## src/hw/rtl/i2cts_pkg.sv

```systemverilog
// Package with the beat types and the item codes of the temperature sensor block.
`default_nettype none

package i2cts_pkg;

    localparam int unsigned DATA_W = 32;
    localparam int unsigned ADDR_W = 3;

    localparam logic [7:0] CHIP_ID_RESET = 8'hA1;
    localparam logic [ADDR_W-3:0] REG_CHIP_ID = '0;

    localparam logic [1:0] OP_START   = 2'd0;
    localparam logic [1:0] OP_WRITE   = 2'd1;
    localparam logic [1:0] OP_READ    = 2'd2;
    localparam logic [1:0] OP_CONVERT = 2'd3;

    typedef struct packed {
        logic [1:0]         opcode;
        logic               is_read;
        logic [7:0]         write_byte;
        logic signed [15:0] temperature_sample;
    } t_in_beat;

    typedef struct packed {
        logic [7:0] read_data;
        logic       os_pull_low;
    } t_out_beat;

endpackage

`default_nettype wire

```

## src/hw/rtl/i2cts_apb.sv

```systemverilog
// Configuration register file behind the APB-style port.
`default_nettype none

module i2cts_apb (
    input  wire logic                          i_clk,
    input  wire logic                          i_rst_n,
    input  wire logic                          psel,
    input  wire logic                          penable,
    input  wire logic                          pwrite,
    input  wire logic [i2cts_pkg::ADDR_W-1:0]  paddr,
    input  wire logic [i2cts_pkg::DATA_W-1:0]  pwdata,
    output logic      [i2cts_pkg::DATA_W-1:0]  prdata,
    output logic                               pready,
    output logic      [7:0]                    o_chip_id
);
    import i2cts_pkg::*;

    logic [7:0] r_chip_id;
    logic       hit;

    assign hit = (paddr[ADDR_W-1:2] == REG_CHIP_ID);

    always_ff @(posedge i_clk) begin
        if (!i_rst_n) begin
            r_chip_id <= CHIP_ID_RESET;
        end else if (psel && penable && pwrite && hit) begin
            r_chip_id <= pwdata[7:0];
        end
    end

    assign prdata    = hit ? {{(DATA_W-8){1'b0}}, r_chip_id} : '0;
    assign pready    = 1'b1;
    assign o_chip_id = r_chip_id;

endmodule

`default_nettype wire

```

## src/hw/rtl/i2cts_core.sv

```systemverilog
// Sensor register state, bus byte handling and thermostat update for one item.
`default_nettype none

module i2cts_core (
    input  wire logic                 i_clk,
    input  wire logic                 i_rst_n,
    input  wire logic                 i_fire,
    input  wire i2cts_pkg::t_in_beat  i_item,
    input  wire logic [7:0]           i_chip_id,
    output i2cts_pkg::t_out_beat      o_result
);
    import i2cts_pkg::*;

    localparam logic [7:0] RG_TEMP = 8'd0;
    localparam logic [7:0] RG_MODE = 8'd1;
    localparam logic [7:0] RG_HYST = 8'd2;
    localparam logic [7:0] RG_OS   = 8'd3;
    localparam logic [7:0] RG_ID   = 8'd7;

    typedef enum logic [2:0] {
        PH_IDLE = 3'd0,
        PH_RD1  = 3'd1,
        PH_RD2  = 3'd2,
        PH_WR1  = 3'd3,
        PH_WR2  = 3'd4,
        PH_WR3  = 3'd5
    } t_phase;

    t_phase      r_phase, n_phase;
    logic [7:0]  r_ptr, n_ptr;
    logic [15:0] r_temp, n_temp;
    logic [7:0]  r_mode, n_mode;
    logic [15:0] r_ot, n_ot;
    logic [15:0] r_hy, n_hy;
    logic [2:0]  r_cnt, n_cnt;
    logic [2:0]  r_rel, n_rel;
    logic        r_th, n_th;
    logic        r_tl, n_tl;
    logic        r_pin, n_pin;

    logic [7:0]  rd;
    logic [7:0]  d;
    logic [2:0]  cnt_dec;
    logic [2:0]  new_rel;
    logic        hot;
    logic        cold;

    assign d       = i_item.write_byte;
    assign cnt_dec = r_cnt - 3'd1;
    assign new_rel = (d[4:3] == 2'd0) ? 3'd1 : {d[4:3], 1'b0};
    assign hot     = i_item.temperature_sample > $signed(r_ot);
    assign cold    = i_item.temperature_sample < $signed(r_hy);

    always_comb begin
        n_phase = r_phase;
        n_ptr   = r_ptr;
        n_temp  = r_temp;
        n_mode  = r_mode;
        n_ot    = r_ot;
        n_hy    = r_hy;
        n_cnt   = r_cnt;
        n_rel   = r_rel;
        n_th    = r_th;
        n_tl    = r_tl;
        n_pin   = r_pin;
        rd      = '0;
        case (i_item.opcode)
            OP_START: begin
                n_phase = i_item.is_read ? PH_RD1 : PH_WR1;
            end
            OP_WRITE: begin
                case (r_phase)
                    PH_WR1: begin
                        n_ptr   = d;
                        n_phase = PH_WR2;
                    end
                    PH_WR2: begin
                        n_phase = PH_IDLE;
                        if (r_ptr == RG_MODE) begin
                            n_mode = d;
                            if (d[1:0] != 2'd0) begin
                                n_pin = d[2];
                            end
                            n_rel = new_rel;
                            n_cnt = new_rel;
                        end else if (r_ptr == RG_OS) begin
                            n_ot    = {d, r_ot[7:0]};
                            n_phase = PH_WR3;
                        end else if (r_ptr == RG_HYST) begin
                            n_hy    = {d, r_hy[7:0]};
                            n_phase = PH_WR3;
                        end
                    end
                    PH_WR3: begin
                        n_phase = PH_IDLE;
                        if (r_ptr == RG_OS) begin
                            n_ot = {r_ot[15:8], d};
                        end else if (r_ptr == RG_HYST) begin
                            n_hy = {r_hy[15:8], d};
                        end
                    end
                    default: begin
                        n_phase = PH_IDLE;
                    end
                endcase
            end
            OP_READ: begin
                if (r_mode[1]) begin
                    n_pin = r_mode[2];
                end
                n_phase = PH_IDLE;
                case (r_phase)
                    PH_RD1: begin
                        if (r_ptr == RG_TEMP) begin
                            rd      = r_temp[15:8];
                            n_phase = PH_RD2;
                        end else if (r_ptr == RG_MODE) begin
                            rd = r_mode;
                        end else if (r_ptr == RG_OS) begin
                            rd      = r_ot[15:8];
                            n_phase = PH_RD2;
                        end else if (r_ptr == RG_HYST) begin
                            rd      = r_hy[15:8];
                            n_phase = PH_RD2;
                        end else if (r_ptr == RG_ID) begin
                            rd = i_chip_id;
                        end
                    end
                    PH_RD2: begin
                        if (r_ptr == RG_TEMP) begin
                            rd = r_temp[7:0];
                        end else if (r_ptr == RG_OS) begin
                            rd = r_ot[7:0];
                        end else if (r_ptr == RG_HYST) begin
                            rd = r_hy[7:0];
                        end
                    end
                    default: begin
                        rd = '0;
                    end
                endcase
            end
            default: begin
                if (r_phase == PH_IDLE) begin
                    n_temp = i_item.temperature_sample;
                    if (!r_mode[0]) begin
                        n_cnt = r_rel;
                        if (hot) begin
                            n_cnt = cnt_dec;
                            if (cnt_dec == 3'd0) begin
                                if (r_mode[1]) begin
                                    if (!r_th) begin
                                        n_pin = !r_mode[2];
                                        n_th  = 1'b1;
                                        n_tl  = 1'b0;
                                    end
                                end else begin
                                    n_pin = !r_mode[2];
                                end
                                n_cnt = r_rel;
                            end
                        end else if (cold) begin
                            if (r_mode[1]) begin
                                if (!r_tl) begin
                                    n_pin = !r_mode[2];
                                    n_tl  = 1'b1;
                                    n_th  = 1'b0;
                                end
                            end else begin
                                n_pin = r_mode[2];
                            end
                        end
                    end
                end
            end
        endcase
    end

    always_ff @(posedge i_clk) begin
        if (!i_rst_n) begin
            r_phase <= PH_IDLE;
            r_ptr   <= '0;
            r_temp  <= '0;
            r_mode  <= '0;
            r_ot    <= 16'h5000;
            r_hy    <= 16'h4B00;
            r_cnt   <= 3'd1;
            r_rel   <= 3'd1;
            r_th    <= 1'b0;
            r_tl    <= 1'b0;
            r_pin   <= 1'b0;
        end else if (i_fire) begin
            r_phase <= n_phase;
            r_ptr   <= n_ptr;
            r_temp  <= n_temp;
            r_mode  <= n_mode;
            r_ot    <= n_ot;
            r_hy    <= n_hy;
            r_cnt   <= n_cnt;
            r_rel   <= n_rel;
            r_th    <= n_th;
            r_tl    <= n_tl;
            r_pin   <= n_pin;
        end
    end

    assign o_result.read_data   = rd;
    assign o_result.os_pull_low = n_pin;

endmodule

`default_nettype wire

```

## src/hw/rtl/i2c_temperature_sensor_thermostat.sv

```systemverilog
// Top level of the temperature sensor register block with thermostat output.
//
// Input beats carry a bus start, a written byte, a read request or a
// conversion with a signed 8.8 temperature sample. Every input beat gives
// exactly one output beat with the read byte (zero unless a read) and the
// level of the alert pin after the item is applied.
// An accepted beat lands in an input register; once the output register can
// take a result, the register state and the result are updated together, and
// the result sits in the output register from then on. One beat is accepted
// per cycle unless the input stalls.
// When the receiver stalls, the output register holds its beat and the input
// register keeps taking one more beat, after which the input stalls too.
// Reset is synchronous and brings back the power-on register values with the
// alert pin released. The identification byte is written over the APB-style
// port only while no beat is in flight; this is a rule for the user, and the
// block itself does not enforce it.
`default_nettype none

module i2c_temperature_sensor_thermostat (
    input  wire logic                          i_clk,
    input  wire logic                          i_rst_n,
    input  wire logic                          i_in_valid,
    output logic                               o_in_stall,
    input  wire i2cts_pkg::t_in_beat           i_in_data,
    output logic                               o_out_valid,
    input  wire logic                          i_out_stall,
    output i2cts_pkg::t_out_beat               o_out_data,
    input  wire logic                          psel,
    input  wire logic                          penable,
    input  wire logic                          pwrite,
    input  wire logic [i2cts_pkg::ADDR_W-1:0]  paddr,
    input  wire logic [i2cts_pkg::DATA_W-1:0]  pwdata,
    output logic      [i2cts_pkg::DATA_W-1:0]  prdata,
    output logic                               pready
);
    import i2cts_pkg::*;

    logic       r_in_valid;
    t_in_beat   r_in;
    logic       r_out_valid;
    t_out_beat  r_out;
    t_out_beat  result;
    logic       advance;
    logic       fire;
    logic       in_take;
    logic [7:0] chip_id;

    assign advance    = !r_out_valid || !i_out_stall;
    assign fire       = r_in_valid && advance;
    assign o_in_stall = r_in_valid && !advance;
    assign in_take    = i_in_valid && !o_in_stall;

    i2cts_apb u_apb (
        .i_clk     (i_clk),
        .i_rst_n   (i_rst_n),
        .psel      (psel),
        .penable   (penable),
        .pwrite    (pwrite),
        .paddr     (paddr),
        .pwdata    (pwdata),
        .prdata    (prdata),
        .pready    (pready),
        .o_chip_id (chip_id)
    );

    i2cts_core u_core (
        .i_clk     (i_clk),
        .i_rst_n   (i_rst_n),
        .i_fire    (fire),
        .i_item    (r_in),
        .i_chip_id (chip_id),
        .o_result  (result)
    );

    always_ff @(posedge i_clk) begin
        if (!i_rst_n) begin
            r_in_valid  <= 1'b0;
            r_out_valid <= 1'b0;
        end else begin
            if (in_take) begin
                r_in_valid <= 1'b1;
            end else if (fire) begin
                r_in_valid <= 1'b0;
            end
            if (fire) begin
                r_out_valid <= 1'b1;
            end else if (!i_out_stall) begin
                r_out_valid <= 1'b0;
            end
        end
    end

    always_ff @(posedge i_clk) begin
        if (in_take) begin
            r_in <= i_in_data;
        end
        if (fire) begin
            r_out <= result;
        end
    end

    assign o_out_valid = r_out_valid;
    assign o_out_data  = r_out;

    a_take_fills: assert property (@(posedge i_clk) disable iff (!i_rst_n)
        in_take |=> r_in_valid)
        else $error("accepted beat did not reach the input register");

    a_fire_fills: assert property (@(posedge i_clk) disable iff (!i_rst_n)
        fire |=> o_out_valid)
        else $error("processed beat did not reach the output register");

    a_zero_data: assert property (@(posedge i_clk) disable iff (!i_rst_n)
        (fire && (r_in.opcode != OP_READ)) |=> (o_out_data.read_data == 8'd0))
        else $error("non-read beat returned nonzero data");

    a_no_overwrite: assert property (@(posedge i_clk) disable iff (!i_rst_n)
        (r_out_valid && i_out_stall) |-> !fire)
        else $error("stalled result overwritten");

endmodule

`default_nettype wire

```

## config.mk

```make
export PLATFORM = sky130hd
export DESIGN_NAME = i2c_temperature_sensor_thermostat
export DESIGN_NICKNAME = d
export VERILOG_FILES = /design/src/hw/rtl/i2cts_pkg.sv /design/src/hw/rtl/i2cts_apb.sv /design/src/hw/rtl/i2cts_core.sv /design/src/hw/rtl/i2c_temperature_sensor_thermostat.sv
export SDC_FILE = /design/constraint.sdc
export NUM_CORES = 1
export LEC_CHECK = 0
export ABC_AREA = 1
export BUFFER_PORTS_ARGS = -buffer_cell sky130_fd_sc_hd__buf_4
export CORE_ASPECT_RATIO = 2
export CORE_MARGIN = 2
export CORE_UTILIZATION = 58
export CTS_BUF_LIST = sky130_fd_sc_hd__clkbuf_4 sky130_fd_sc_hd__clkbuf_8
export CTS_CLUSTER_DIAMETER = 30
export DETAILED_ROUTE_END_ITERATION = 8
export GPL_ROUTABILITY_DRIVEN = 0
export PLACE_DENSITY_LB_ADDON = 0.25
export SLEW_MARGIN = 15
export SYNTH_ARGS = -nofsm -noshare
export SYNTH_HDL_FRONTEND = slang
export SYNTH_SLANG_ARGS = --single-unit
```

## constraint.sdc

```tcl
create_clock -name i_clk -period 2.1 [get_ports i_clk]
set_input_delay 0.63 -clock i_clk [delete_from_list [all_inputs] [get_ports i_clk]]
set_output_delay 0.63 -clock i_clk [all_outputs]
set_load 0.02 [all_outputs]
```

# Word level (Yosys, flattened, before mapping)
# Index checks and enable logic that the tools add are counted.
# totals
register_bits	122
latchBits	0
mem_bits_rw	0
rom_bits	0
inputBits	69
out_inout_bits	44
memories	0
# op_classes
n_addsub	1
mul	0
div	0
order_cmp	2
eq_ne	18
n_shift	0
mux	68
n_bitwise	8
n_reduce_logical	35
# op_table
op	n
16-bit 2-to-1 mux	6
8-bit 2-to-1 mux	11
16-bit one-hot mux with 2 select lines	2
3-bit 2-to-1 mux	14
1-bit 2-to-1 mux	28
6-bit AND reduction	3
8-bit by 2-bit == test with 1-bit output (second input constant)	2
16-bit greater-than comparator	1
16-bit less-than comparator	1
8-bit one-hot mux with 2 select lines	1
8-bit AND reduction	2
3-bit one-hot mux with 2 select lines	2
2-bit inequality test (second input constant)	5
3-bit one-hot mux with 3 select lines	1
8-bit by 1-bit == test with 1-bit output (second input constant)	1
8-bit by 3-bit == test with 1-bit output (second input constant)	1
8-bit logical NOT	1
1-bit inverter	8
2-bit nonzero test	4
7-bit AND reduction	1
3-bit by 2-bit == test with 1-bit output (second input constant)	2
3-bit == test (second input constant)	2
1-bit logical AND	6
3-bit logical NOT	2
17 further kinds	25

# Depth between registers and ports, before layout
# Gate-level depths: netlist of run 1.
# depth
depth_word	8
mapped_depth	20

# By module
# Synthesis of run 1 repeated with hierarchy kept, for this count alone.
# unflattened
cells_unflattened	805
area_unflattened_um2	6550.0
# by_module_without_submodules
mod	instances	cells_each	area_per_inst_um2	seq_area_each_um2
i2cts_core	1	661	4727.0	1521.5
i2c_temperature_sensor_thermostat	1	49	1176.1	1121.1
i2cts_apb	1	95	646.9	160.2

# Least setup slack after synthesis of run 1
# No wires, ideal clock.
# synth_path
path_type	input to register
startpoint	input port i_out_stall
endpoint	register u_core.r_ot[10]
setup_ns	0.136
arrival_ns	1.831
required_ns	1.964
slack_ns	0.133
path_stages	10
n_path_buf	0
cell_sequence	nand2_1 > inv_2 > nor2_8 > inv_2 > nor2_1 > inv_2 > nor3_4 > inv_2 > a21oi_1 > a211oi_2
# synth_between
elab_chain_len	4
# synth_rtl
element	line_no	text
start: declaration	i2c_temperature_sensor_thermostat.sv:26	input wire logic i_out_stall,
1-bit logical NOT	n/a	
1-bit logical OR	i2c_temperature_sensor_thermostat.sv:48	assign advance = !r_out_valid || !i_out_stall;
1-bit logical AND	i2c_temperature_sensor_thermostat.sv:49	assign fire = r_in_valid && advance;
via fire	i2c_temperature_sensor_thermostat.sv:44	logic fire;
6-bit AND reduction (no line)	n/a	
end signal: assignment	i2cts_core.sv:197	r_ot <= n_ot;
end: declaration	i2cts_core.sv:33	logic [15:0] r_ot, n_ot;
# The timed path passes the listed nets, and every way through them passes these cells.
# A chain may end at the register's enable or synchronous reset.

# Worst setup path in the final report of run 1
# layout_path
startpoint	register r_in[15] (netlist name)
endpoint	register u_core.r_th
# layout_between
elab_chain_len	3
word_cells_on_any_way	7
cone_classes	order compare: 2; eq/ne: 2; mux: 1; reduce/logical: 2
# layout_rtl
element	line_no	text
start: declaration	i2c_temperature_sensor_thermostat.sv:39	t_in_beat r_in;
start signal: assignment	i2c_temperature_sensor_thermostat.sv:95	r_in <= i_in_data;
16-bit greater-than comparator or 16-bit less-than comparator (tied branches)	i2cts_core.sv:51, i2cts_core.sv:52	
2-bit inequality test (no line) or 2-bit nonzero test (tied branches)	n/a	
8-bit AND reduction (no line)	n/a	
end signal: assignment	i2cts_core.sv:201	r_th <= n_th;
end: declaration	i2cts_core.sv:37	logic r_th, n_th;
# Parallel ways exist; a longest one is shown, timed or not.

==> results.md, run 1 <==
Synthesis:
- The area fraction of the dominant cell type after synthesis is 26.83%.
- Counting flops with an async set or reset pin after synthesis yields a share of 0%.
- The post-synthesis area per instance is 8.500 um2.
- Among all flip-flop cells after synthesis, the most frequent one is dfxtp_1.
- The area fraction in compound gates after synthesis is 20.10%.
- Summing the areas of all fa, ha and maj instances in the mapped netlist gives 7.214% of the synthesized area.
- The distinct cell type count of the synthesized netlist is 49.
- By area, the combinational part of the netlist is dominated by compound AO/OA/AOI/OAI gates.
- After synthesis, the cell types taking the most area are dfxtp_1 27%, edfxtp_1 17%, ha_1 7.2%.
- The number of enable-type register cells in the synthesized netlist is 36.
- Summed over all instances, the cell type with the most area after synthesis is dfxtp_1.
- The number of flip-flops and latches in the synthesized netlist is 122.
- The cell area after synthesis is 0.006417 mm2.
- Of the total synthesized cell area, the portion taken by AND, OR, NAND and NOR gates is 17.92%.
- The share of synthesized area occupied by flip-flops and latches is 43.67%.
- Yosys printed 0 warnings.
- In the synthesized netlist, the number of instances is 755.
- The multiplexer share of the synthesized area is 0%.
- The area share of xor/xnor cells in the synthesized design is 0.1365%.

Floorplanning:
- The site row count is 54.
- The height of the die is 152.8 um.
- The floorplan step defined a core boundary enclosing 0.01088 mm2.
- The die is 78.38 um wide.
- The floorplan step defined a die boundary enclosing 0.01197 mm2.
- The count of boundary I/O pins is 113.
- The starting density of the core is 58.99%.

Timing:
- The number of max-slew violations in the final report came to 0.
- The peak clock frequency supported by timing is 0.4553 GHz.
- The worst hold margin is 0.3535 ns.
- Setup repair after global routing could not meet its margin everywhere.
- The total count of hold-check failures in the final report came to 0.
- The clock period minus worst slack is 2.196 ns.
- The count of endpoints failing setup in the final report is 7.
- The worst clock skew is 0.01241 ns.
- The setup slack of the critical path after layout is -0.09620 ns.
- Setup total negative slack on the finished layout was measured at -0.3045 ns.
- The portion of the clock cycle consumed by the worst path in the final layout is 104.6%.

Final layout:
- The final core utilization is 71.51%.
- The final layout net count is 956.
- 0 antenna diodes ended up in the layout.
- The number of inserted filler cells in the final layout is 829.
- The multi-input combinational cell area is 0.003151 mm2.
- Compared with the post-synthesis result, the final layout area differs by 21.21%.
- Registers take 0.002804 mm2.
- The post-route netlist has 25.38% of its cells at a drive strength greater than 1.

Critical path:
- The worst setup path endpoint is u_core.r_th.
- The critical path in this run is classified as flop to flop.
- The number of cells on the worst reg-to-reg path is 11.
- The sort of element at the start of the critical path is a flop.
- The worst path required time is 2.43 ns.
- The capture point of the worst reg-to-reg path is u_core.r_th.
- The launching instance or port of the critical path is r_in[15].
- STA classifies the critical path endpoint as a flop.
- The worst register-to-register path begins at r_in[15].
- The register-to-register setup slack is -0.1 ns.
- The highest fanout seen on the critical path is 6.
- The data arrival time of the critical path is 2.52 ns.

Clocking:
- No sink is reached through more buffers than the 2 on the longest clock path.
- The clock latency of the later-clocked register in the worst-skew pair is 0.45 ns.
- The number of buffers created by CTS is 17.
- TritonCTS built the clock tree.
- The clock net in this run drives a total of 122 sinks.
- In this run, post-CTS hold repair placed 0 buffers.
- The maximum level of the CTS H-tree is 4.
- After clock tree synthesis, the clock-pin slew on the worst setup and hold paths is 0.07 ns.
- The tree is rooted in a clkbuf_8.

Run status:
- The run finished, with violations left.
- The final reports fail on negative setup slack.

Power and ir drop:
- Combinational logic is responsible for 11.5% of the overall power.
- The share of total power consumed by net switching is 25.31%.
- The switching component of the power is 0.001359 W.
- The internal power component is 0.004012 W.
- The analysis attributes to cell leakage a power of 3.324 nW.
- The power per unit of standard cell area is 690.5 mW/mm2.
- The power share of the sequential group is 47.5%.
- The clock network is responsible for 41.0% of the overall power.
- The peak supply drop is 0.0006528 V.

Route:
- The first detailed-routing pass ran for 5 iterations.
- The via count normalized by instance count is 5.819.
- The DRC marker count from the first detailed-route iteration is 477.
- For this run, design rule violations remaining after detail routing come to 0.
- Wires add up to 18.34 mm.
- After detailed routing, the average wire length per cell comes to 18.28 um.
- The final antenna-violating net count is 0.
- The final route contains 5836 vias.

Global route:
- Global routing used 31.50% of the available tracks across all layers.
- The via count of the first global-routing pass is 5835.
- After global routing the overflow that remains totals 0.
- Entering global routing, the biggest net connects 38 pins.
- The first global-routing pass estimated 28.80 mm of wire.
- The initial antenna violation count is 0.

Hold path:
- The type of the worst min-delay path is input pin to flop.
- The worst hold path cell count is 1.

Place:
- After legalization and detailed placement, the total HPWL measured 13.31 mm.
- Buffers placed on the I/O ports in this run total 61.

Flow run:
- The tool flagged a number of max-cap violations equal to 0.
## cell usage in the layout, fill, tap and decap left out, drive strengths merged
cell type  instances
a221oi             9
o21ai             72
a21boi             2
nor2              79
conb              25
o211ai            13
nand4              8
inv              104
clkinvlp           2
a21oi             85
dfxtp             86
and3               1
nor4               3
buf              101
xor2               1
clkinv             6
edfxtp            36
nand2             98
a32o               1
clkbuf            26
bufinv             2
nor3              15
o221ai             7
ha                37
nor3b              1
o2111ai            1
a211oi            17
o22ai              7
nand3             16
o21a               2
## stage by stage
stage	cells	setup slack, ns	power [W]	instance area [um2]
floorplan	778	0.1331	0.002962	6504
global placement	957	-0.004653	0.003127	7096
detailed placement	957	-0.08909	0.003148	7096
CTS	999	-0.03121	0.005353	7706
global route	1003	-0.1985	0.005527	7779
finish	1003	-0.09620	0.005371	7779
## worst min-delay path by stage
stage / start / to / slack [ns]
CTS: i_in_data[4] / r_in[4] / 0.34
detailed placement: u_core.r_temp[14] / u_core.r_temp[14] / 0.44
floorplan: u_core.r_temp[14] / u_core.r_temp[14] / 0.42
global route: i_in_data[2] / r_in[2] / 0.34
global placement: u_core.r_temp[14] / u_core.r_temp[14] / 0.43
finish: i_in_data[8] / r_in[8] / 0.35
## state kept, by name, indices dropped and copies added (netlist names)
name	flops
u_apb.o_chip_id	8
u_core.r_rel	3
r_in	27
u_core.r_pin	1
u_core.r_phase	3
u_core.r_ot	16
u_core.r_hy	16
u_core.r_tl	1
o_out_data	9
o_out_valid	1
u_core.r_th	1
u_core.r_mode	8
r_in_valid	1
u_core.r_cnt	3
u_core.r_ptr	8
u_core.r_temp	16
## cell usage after synthesis (2+ instances only)
library cell and number:
o21ai_0 58, ha_1 37, o211ai_1 12, buf_4 26, a211oi_2 3, a21oi_4 2
edfxtp_1 36, o21ai_1 14, nand2_2 7, nor3_4 2, a221oi_1 9, inv_1 89
a211oi_1 14, nor2_8 3, o221ai_1 7, nor2_4 3, nand4_1 8, a21oi_1 82
dfxtp_1 86, nand2_1 86, nand2_4 5, nand3_4 2, nor3_1 12, nor2_1 66
nand3_1 8, clkinv_1 3, nor2_2 7, o22ai_1 7, inv_2 14, o21a_1 2
buf_2 7, clkbuf_1 15, nand3_2 6, conb_1 2
## routing by layer
metal	track usage, %	routed length, um	vias to the layer above
met4	28.15	1919	0
li1	-	-	2726
met2	53.82	9471	293
met5	0	0	-
met3	7.227	975	113
met1	30.66	5968	2704
## critical path, cell delays in order, from the launching register on
cell	delay, ns
edfxtp_1	0.50
ha_4	0.34
nand2_4	0.06
nor4_4	0.33
nand2_2	0.12
nand3_2	0.11
nand3_4	0.14
buf_6	0.16
nand3_4	0.06
nand4_1	0.10
nand2_1	0.10
a21oi_2	0.06
## power by group through the flow
stage          Clock, W  Sequential, W  Combinational, W
2_1_floorplan         0        0.00259          0.000371
3_3_place_gp          0        0.00260          0.000527
3_5_place_dp          0        0.00260          0.000546
4_1_cts         0.00221        0.00255          0.000591
5_1_grt         0.00230        0.00256          0.000672
6_report        0.00220        0.00255          0.000618
## cell families after synthesis
group,after synthesis
xor+xnor,1
fa+ha+maj,37
other cells,2
flops,122
buf+inv,156
simple gates,221
compound gates,216
## final cells by class
type,instances,share of cell area [%]
tap,140,2.252
multi-input combinational,500,40.50
timing repair buffer,101,10.49
inverter,108,5.260
clock inverter,6,1.094
sequential,122,36.05
clock buffer,26,4.359
## what timing repair did
| action | in CTS | in global routing |
|---|---|---|
| setup buffers | 10 | 4 |
| pin swaps | 11 | 10 |
| endpoints found under the setup margin | 7 | 8 |
| resized for setup | 21 | 13 |
No activity file was read; power rests on OpenSTA's default activity.
==> run 2, diff against run 1 <==
--- a/config.mk
+++ b/config.mk
@@ -8,4 +8,5 @@
 export ABC_AREA = 1
 export BUFFER_PORTS_ARGS = -buffer_cell sky130_fd_sc_hd__buf_4
+export CAP_MARGIN = 20
 export CORE_ASPECT_RATIO = 2
 export CORE_MARGIN = 2
==> constraint.sdc (replaced) <==
create_clock -name i_clk -period 2.1 [get_ports i_clk]
set_input_delay 0.42 -clock i_clk [delete_from_list [all_inputs] [get_ports i_clk]]
set_output_delay 0.42 -clock i_clk [all_outputs]
set_load 0.02 [all_outputs]
==> results.md, run 2 (synthesized netlist as in run 1, its figures left out) <==
Run status:
- The run finished, with violations left.
- The final reports fail on negative setup slack.

Critical path:
- The worst setup path is launched from a flop.
- The data arrival time of the critical path is 2.33 ns (-0.19 ns).
- The critical path's largest stage delay is 0.48 ns (-0.02 ns).
- The dominant delay contributor by cell family on the critical path is simple AND/OR/NAND/NOR gates.
- In this run the worst setup path begins at r_in[2].
- The worst path required time is 2.31 ns (-0.12 ns).
- The cell that appears most often on the critical path is nand2_1.
- The buffering stage count on the worst path with inverters included is 1 (unchanged).
- The critical register-to-register path startpoint is r_in[2].
- The signal on the critical path passes through ha_1 -> nand2_1 -> inv_1 -> nand2_1 -> nand2_1 -> nand2_1 -> nand2_1 -> nand2_1 -> nand2_1 -> nand2_2 -> nand3_4 -> nand3_1 -> nand2_1 -> nand2_2 -> nand2_1.
- The worst setup path is of the flop to flop kind.
- The library cell contributing the largest single delay on the critical path is edfxtp_1.
- The highest fanout seen on the critical path is 7 (+1).
- The kind of end point of the critical path is a flop.

Route:
- The final wirelength came to 17.76 mm (-3.1%).
- The final antenna-violating net count is 0 (unchanged).
- The via count normalized by instance count is 5.752 (-1.1%).
- The total DRC errors in the routed layout is 0 (unchanged).
- The detailed-routing iteration count for the pre-antenna-repair pass is 6 (+1).
- The total vias in the final route is 5706 (-2.2%).
- The DRC marker count from the first detailed-route iteration is 427 (-10%).
- The routed wirelength normalized by instance count was 17.91 um (-2.0%).

Power and ir drop:
- The reported leakage power is 3.247 nW (-2.3%).
- The post-route total power is 0.005347 W (-0.45%).
- The peak supply drop is 0.0005951 V (-8.8%).
- The power per unit of standard cell area is 698.6 mW/mm2 (+1.2%).

Final layout:
- The area growth from synthesis to layout is 19.26%.
- The post-layout instance area is 0.007654 mm2 (-1.6%).
- The final core utilization is 70.36% (-1.2 points).
- The share of cells above drive strength 1 is 24.65% (-0.73 points).
- The multi-input combinational cell area came to 0.003156 mm2 (+0.16%).
- In the layout the commonest cells are 89 x inv_1, 88 x buf_4, 83 x dfxtp_1.
- The number of inserted filler cells in the final layout was 858 (+3.5%).
- The final layout net count came to 945 (-1.2%).
- The register area is 0.002806 mm2 (about the same).
- The antenna diode instance count was 0 (unchanged).
- The final cell count without fillers is 992 (-1.1%).
- Leaving out fill and tap cells, the most frequent cell in the layout is inv_1.
- The flip-flop count of the largest register after layout is 27 (unchanged).
- Counting flops per register, the top entry is r_in.

Place:
- The placement-stage cell area is 0.007028 mm2 (-0.95%).
- The cell count after placement is 953 (-0.42%).
- The number of buffer cells added on primary ports was 61 (unchanged).
- The post-detailed-placement half-perimeter wirelength is 13.16 mm (-1.1%).

Timing:
- The clock period minus worst slack is 2.121 ns (-0.07559 ns).
- The portion of the clock cycle consumed by the worst path in the final layout is 101.0% (-3.6 points).
- The setup slack of the critical path after layout is -0.02061 ns (+0.07559 ns).
- The worst-margin pin slew is 0.5664 ns.
- The count of endpoints failing setup in the final report is 3 (-4).
- The number of max-slew violations in the final report is 0 (unchanged).
- The worst clock skew is 0.01388 ns (+0.001474 ns).
- The total count of hold-check failures in the final report was 0 (unchanged).
- Setup repair after global routing could not meet its margin everywhere.
- The worst hold margin is 0.1378 ns (-0.2158 ns).
- The worst slew margin relative to its limit is 62.24%.
- The peak clock frequency supported by timing is 0.4716 GHz (+3.6%).

Floorplanning:
- The die width is 78.38 um (unchanged).
- The count of boundary I/O pins is 113 (unchanged).
- The standard cell core area is 0.01088 mm2 (unchanged).
- The site row count is 54 (unchanged).
- The height of the die is 152.8 um (unchanged).
- The starting density of the core was 58.99% (unchanged).
- The area of the die came to 0.01197 mm2 (unchanged).

Global route:
- The global-route wire length before repair came to 27.33 mm (-5.1%).
- The via count of the first global-routing pass is 5561 (-4.7%).
- The global routing usage summed across all routing layers is 30.15% (-1.3 points).
- The initial antenna violation count is 0 (unchanged).
- The maximum number of pins on one net before global-route repair was 64 (+68%).
- The total congestion overflow was 0 (unchanged).

Clocking:
- The clock latency of the later-clocked register in the worst-skew pair is 0.45 ns (about the same).
- The clock transition at the registers of the reported paths is 0.08 ns (about the same).
- The total of hold buffers inserted after clock tree synthesis is 0 (unchanged).
- The clock tree from TritonCTS is done.
- In this run the clock root is driven by a clkbuf_8.
- The number of buffers created by CTS came to 17 (unchanged).
- The maximum level of the CTS H-tree came to 4 (unchanged).
- The buffer depth of the longest clock path is 2 (unchanged).
- The clock sink count is 122 (unchanged).

Hold path:
- In this run the most critical hold path is launched from i_in_data[26].
- The worst hold path belongs to the class input pin to flop.

Flow run:
- The number of max-cap violations is 0 (unchanged).
-- run 2: cell types whose count changed in the layout (fill, tap and decap cells not counted), moves of 4 or more --
cell / before / now
a21oi_1: 79 / 75
a21oi_2: 4 / 8
buf_4: 95 / 88
clkbuf_8: 23 / 18
nand2_1: 75 / 80
nand2_2: 17 / 13
-- run 2: final cells by class --
class / count / area share, %
clock buffer: 18 / 3.237
timing repair buffer: 90 / 9.040
sequential: 122 / 36.67
inverter: 108 / 5.346
tap: 140 / 2.289
multi-input combinational: 500 / 41.23
clock inverter: 14 / 2.191
-- run 2: path summary, 6_finish.rpt --
| kind | to | slack, ns | depth (start not counted) |
|---|---|---|---|
| max | o_out_data[0] | -0.02 | 15 |
| min reg2reg | u_core.r_temp[14] | 0.45 | 2 |
| max reg2reg | o_out_data[0] | -0.02 | 15 |
| min | r_in[26] | 0.14 | 1 |
-- run 2: what timing repair did --
item / CTS / global route
buffers inserted: 5 / 2
setup endpoints to repair: 6 / 10
gates resized for setup: 17 / 15
hold endpoints to repair: 0 / 0
pin swaps: 14 / 4
cloned: 0 / 0
-- run 2: metrics by stage --
stage	TNS, ns	setup slack, ns
after floorplan	0	0.1524
after global placement	-0.01970	-0.01970
after detailed placement	-0.09192	-0.05360
after CTS	0	0.0009046
after global routing	-0.8170	-0.1432
final	-0.04634	-0.02061
-- run 2: power breakdown --
group	switching, W	internal, W	total, W	leakage (nW)
logic	0.000371	0.000224	0.000595	2.00
clock network	0.000992	0.00121	0.00220	0.202
registers	0.0000598	0.00249	0.00255	1.05
-- run 2: layer usage --
metal  wire (um)  GRT usage [%]  vias to the layer above
met5           0              0                        -
met4        1537          24.56                        0
met3        1015          6.517                      102
met2        9277          52.22                      294
met1        5932          30.05                     2611
li1            -              -                     2699
-- run 2: worst reg2reg max path, delay by kind of cell (launching register included) --
| kind | cells | cell delay [ns] |
|---|---|---|
| adders and majority gates | 1 | 0.32 |
| buffers and inverters | 1 | 0.04 |
| and+or+nand+nor | 13 | 1.04 |
| DFF | 1 | 0.48 |
==> run 3, diff against run 2 <==
- CORE_UTILIZATION: 58 -> 56
- CTS_BUF_LIST: sky130_fd_sc_hd__clkbuf_4 sky130_fd_sc_hd__clkbuf_8 -> default
==> results.md, run 3 (synthesized netlist as in run 1, its figures left out) <==
Final layout:
- The share of cells above drive strength 1 is 27.73% (+3.1 points).
- In the layout the commonest cells are 115 x buf_4, 89 x inv_1, 86 x dfxtp_1.
- The post-layout instance area came to 0.008090 mm2 (+5.7%).
- The final cell count without fillers is 1022 (+3.0%).
- The most common cell after layout, fill and taps aside is buf_4.
- The flip-flop count of the largest register after layout is 27 (unchanged).
- The area growth from synthesis to layout is 26.07%.
- The antenna diode instance count is 0 (unchanged).
- Counting flops per register, the top entry is r_in.
- The final layout net count came to 973 (+3.0%).

Critical path:
- The worst path required time is 2.39 ns (+0.08 ns).
- For this design, the slowest cell found on the critical path is edfxtp_1.
- The buffering stage count on the worst path with inverters included was 1 (unchanged).
- The critical path's largest stage delay is 0.48 ns (about the same).
- STA classifies the critical path startpoint as a flop.
- Broken down by cell family, the worst path's largest delay share belongs to simple AND/OR/NAND/NOR gates.
- The data arrival time of the critical path is 2.54 ns (+0.21 ns).
- The type of the worst setup path is flop to flop.
- The kind of end point of the critical path is a flop.
- The highest fanout seen on the critical path is 7 (unchanged).
- Walking the worst path, the cells encountered are ha_4 -> nand2_2 -> nor4_4 -> nand3_1 -> nand3_4 -> inv_4 -> nand2_4 -> nand2_2 -> nand3_2 -> nand2_1 -> o21ai_1 -> nand2_1.

Timing:
- The portion of the clock cycle consumed by the worst path in the final layout came to 107.5% (+6.5 points).
- Setup repair after global routing could not meet its margin everywhere.
- The worst-margin pin slew is 0.5840 ns (+0.01767 ns).
- The worst clock skew is 0.006849 ns (-0.007034 ns).
- The setup slack of the critical path after layout is -0.1568 ns (-0.1362 ns).
- The worst hold margin is 0.1719 ns (+0.03412 ns).
- The total count of hold-check failures in the final report is 0 (unchanged).
- The peak clock frequency supported by timing came to 0.4431 GHz (-6.0%).
- The worst slew margin relative to its limit was 61.02% (-1.2 points).
- The count of endpoints failing setup in the final report is 7 (+4).
- The clock period minus worst slack is 2.257 ns (+0.1362 ns).
- The final sum of negative setup slack came to -0.6854 ns (-0.6391 ns).
- The number of max-slew violations in the final report is 0 (unchanged).

Place:
- The post-detailed-placement half-perimeter wirelength came to 13.33 mm (+1.3%).
- The cell count after placement is 973 (+2.1%).
- The number of buffer cells added on primary ports was 61 (unchanged).
- The placement-stage cell area is 0.007153 mm2 (+1.8%).

Route:
- The total vias in the final route came to 5878 (+3.0%).
- The DRC marker count from the first detailed-route iteration was 385 (-9.8%).
- The routed wirelength normalized by instance count is 18.17 um (+1.4%).
- The final antenna-violating net count is 0 (unchanged).
- The final wirelength came to 18.57 mm (+4.5%).
- The via count normalized by instance count came to 5.751 (about the same).
- The total DRC errors in the routed layout is 0 (unchanged).
- The detailed-routing iteration count for the pre-antenna-repair pass is 6 (unchanged).

Power and ir drop:
- The relative contribution of the clock network to total power came to 47.3% (+6.2 points).
- The reported leakage power came to 3.486 nW (+7.4%).
- The switching component of the power is 0.001492 W (+4.8%).
- The internal power component is 0.004591 W (+17%).
- The peak supply drop was 0.0008824 V (+48%).
- The power share of the sequential group is 42.1% (-5.6 points).
- The post-route total power is 0.006083 W (+14%).
- The fraction of power consumed by combinational cells was 10.7% (-0.4 points).
- The power per unit of standard cell area is 751.9 mW/mm2 (+7.6%).
- The share of total power consumed by net switching is 24.53% (-2.1 points).

Clocking:
- The tree is rooted in a clkbuf_16.
- The number of buffers created by CTS came to 17 (unchanged).
- The clock transition at the registers of the reported paths is 0.06 ns (-0.02 ns).
- The clock latency of the later-clocked register in the worst-skew pair came to 0.42 ns (-0.03 ns).
- The clock sink count is 122 (unchanged).
- TritonCTS built the clock tree.
- The buffer depth of the longest clock path is 2 (unchanged).
- The maximum level of the CTS H-tree is 4 (unchanged).

Global route:
- The maximum number of pins on one net before global-route repair is 64 (unchanged).
- The total congestion overflow came to 0 (unchanged).
- The global-route wire length before repair is 28.38 mm (+3.8%).
- The global routing usage summed across all routing layers is 30.49% (+0.34 points).
- The via count of the first global-routing pass is 5846 (+5.1%).
- The initial antenna violation count is 0 (unchanged).

Flow run:
- The number of max-cap violations is 0 (unchanged).

Run status:
- The run finished, with violations left.
- The final reports fail on negative setup slack.

Floorplanning:
- The site row count is 55 (+1.9%).
- The area of the die is 0.01238 mm2 (+3.4%).
- The starting density of the core is 57.21% (-1.8 points).
- The standard cell core area is 0.01122 mm2 (+3.1%).
- The height of the die is 155.4 um (+1.7%).
- The count of boundary I/O pins is 113 (unchanged).
- The die width is 79.70 um (+1.7%).

Hold path:
- The type of the worst min-delay path is input pin to flop.
run 3: cell count changes in the layout (fill, tap and decap cells not counted), moves of 4 or more:
cell	before	now
a21oi_2	8	4
nand2_1	80	72
buf_4	88	115
nand2_2	13	19
clkbuf_16	0	17
clkbuf_8	18	3
run 3: cell type report:
type	count	area [um2]
Tap cell	142	177.7
Inverter	108	409.1
Sequential cell	122	2803
Timing Repair Buffer	118	897.1
Clock buffer	21	470.5
Clock inverter	11	118.9
Multi-Input combinational cell	500	3214
Fill cell	852	3127
run 3: stage by stage:
| step | utilization, % | setup WS [ns] |
|---|---|---|
| floorplan | - | 0.1524 |
| global placement | 63.77 | -0.08009 |
| detailed placement | 63.77 | -0.1517 |
| CTS | 70.44 | -0.1204 |
| global route | 72.12 | -0.2575 |
| finish | 72.12 | -0.1568 |
run 3: final timing paths:
kind / slack [ns] / start / cells past startpoint / end
max: -0.16 / r_in[11] / 12 / u_core.r_cnt[0]
min: 0.17 / i_in_data[8] / 1 / r_in[8]
max reg2reg: -0.16 / r_in[11] / 12 / u_core.r_cnt[0]
min reg2reg: 0.45 / u_core.r_temp[6] / 2 / u_core.r_temp[6]
run 3: power groups by stage:
stage | registers [W] | logic (W) | clock network [W]
global route | 0.00256 | 0.000702 | 0.00300
CTS | 0.00255 | 0.000599 | 0.00289
detailed placement | 0.00260 | 0.000561 | 0
global placement | 0.00260 | 0.000541 | 0
floorplan | 0.00259 | 0.000371 | 0
finish | 0.00256 | 0.000649 | 0.00287
run 3: routing by layer:
layer | vias up | share of wire (%) | wire (um) | global-route usage, %
li1 | 2754 | - | - | -
met1 | 2743 | 34 | 6365 | 30.26
met2 | 266 | 52 | 9626 | 53.22
met3 | 115 | 5.1 | 945 | 6.090
met4 | 0 | 8.8 | 1627 | 24.63
met5 | - | 0 | 0 | 0
run 3: what timing repair did:
| item | CTS | global route |
|---|---|---|
| hold buffers | 0 | 0 |
| endpoints found under the setup margin | 7 | 11 |
| pin swaps | 20 | 23 |
| resized for setup | 17 | 26 |
| buffers inserted | 9 | 8 |
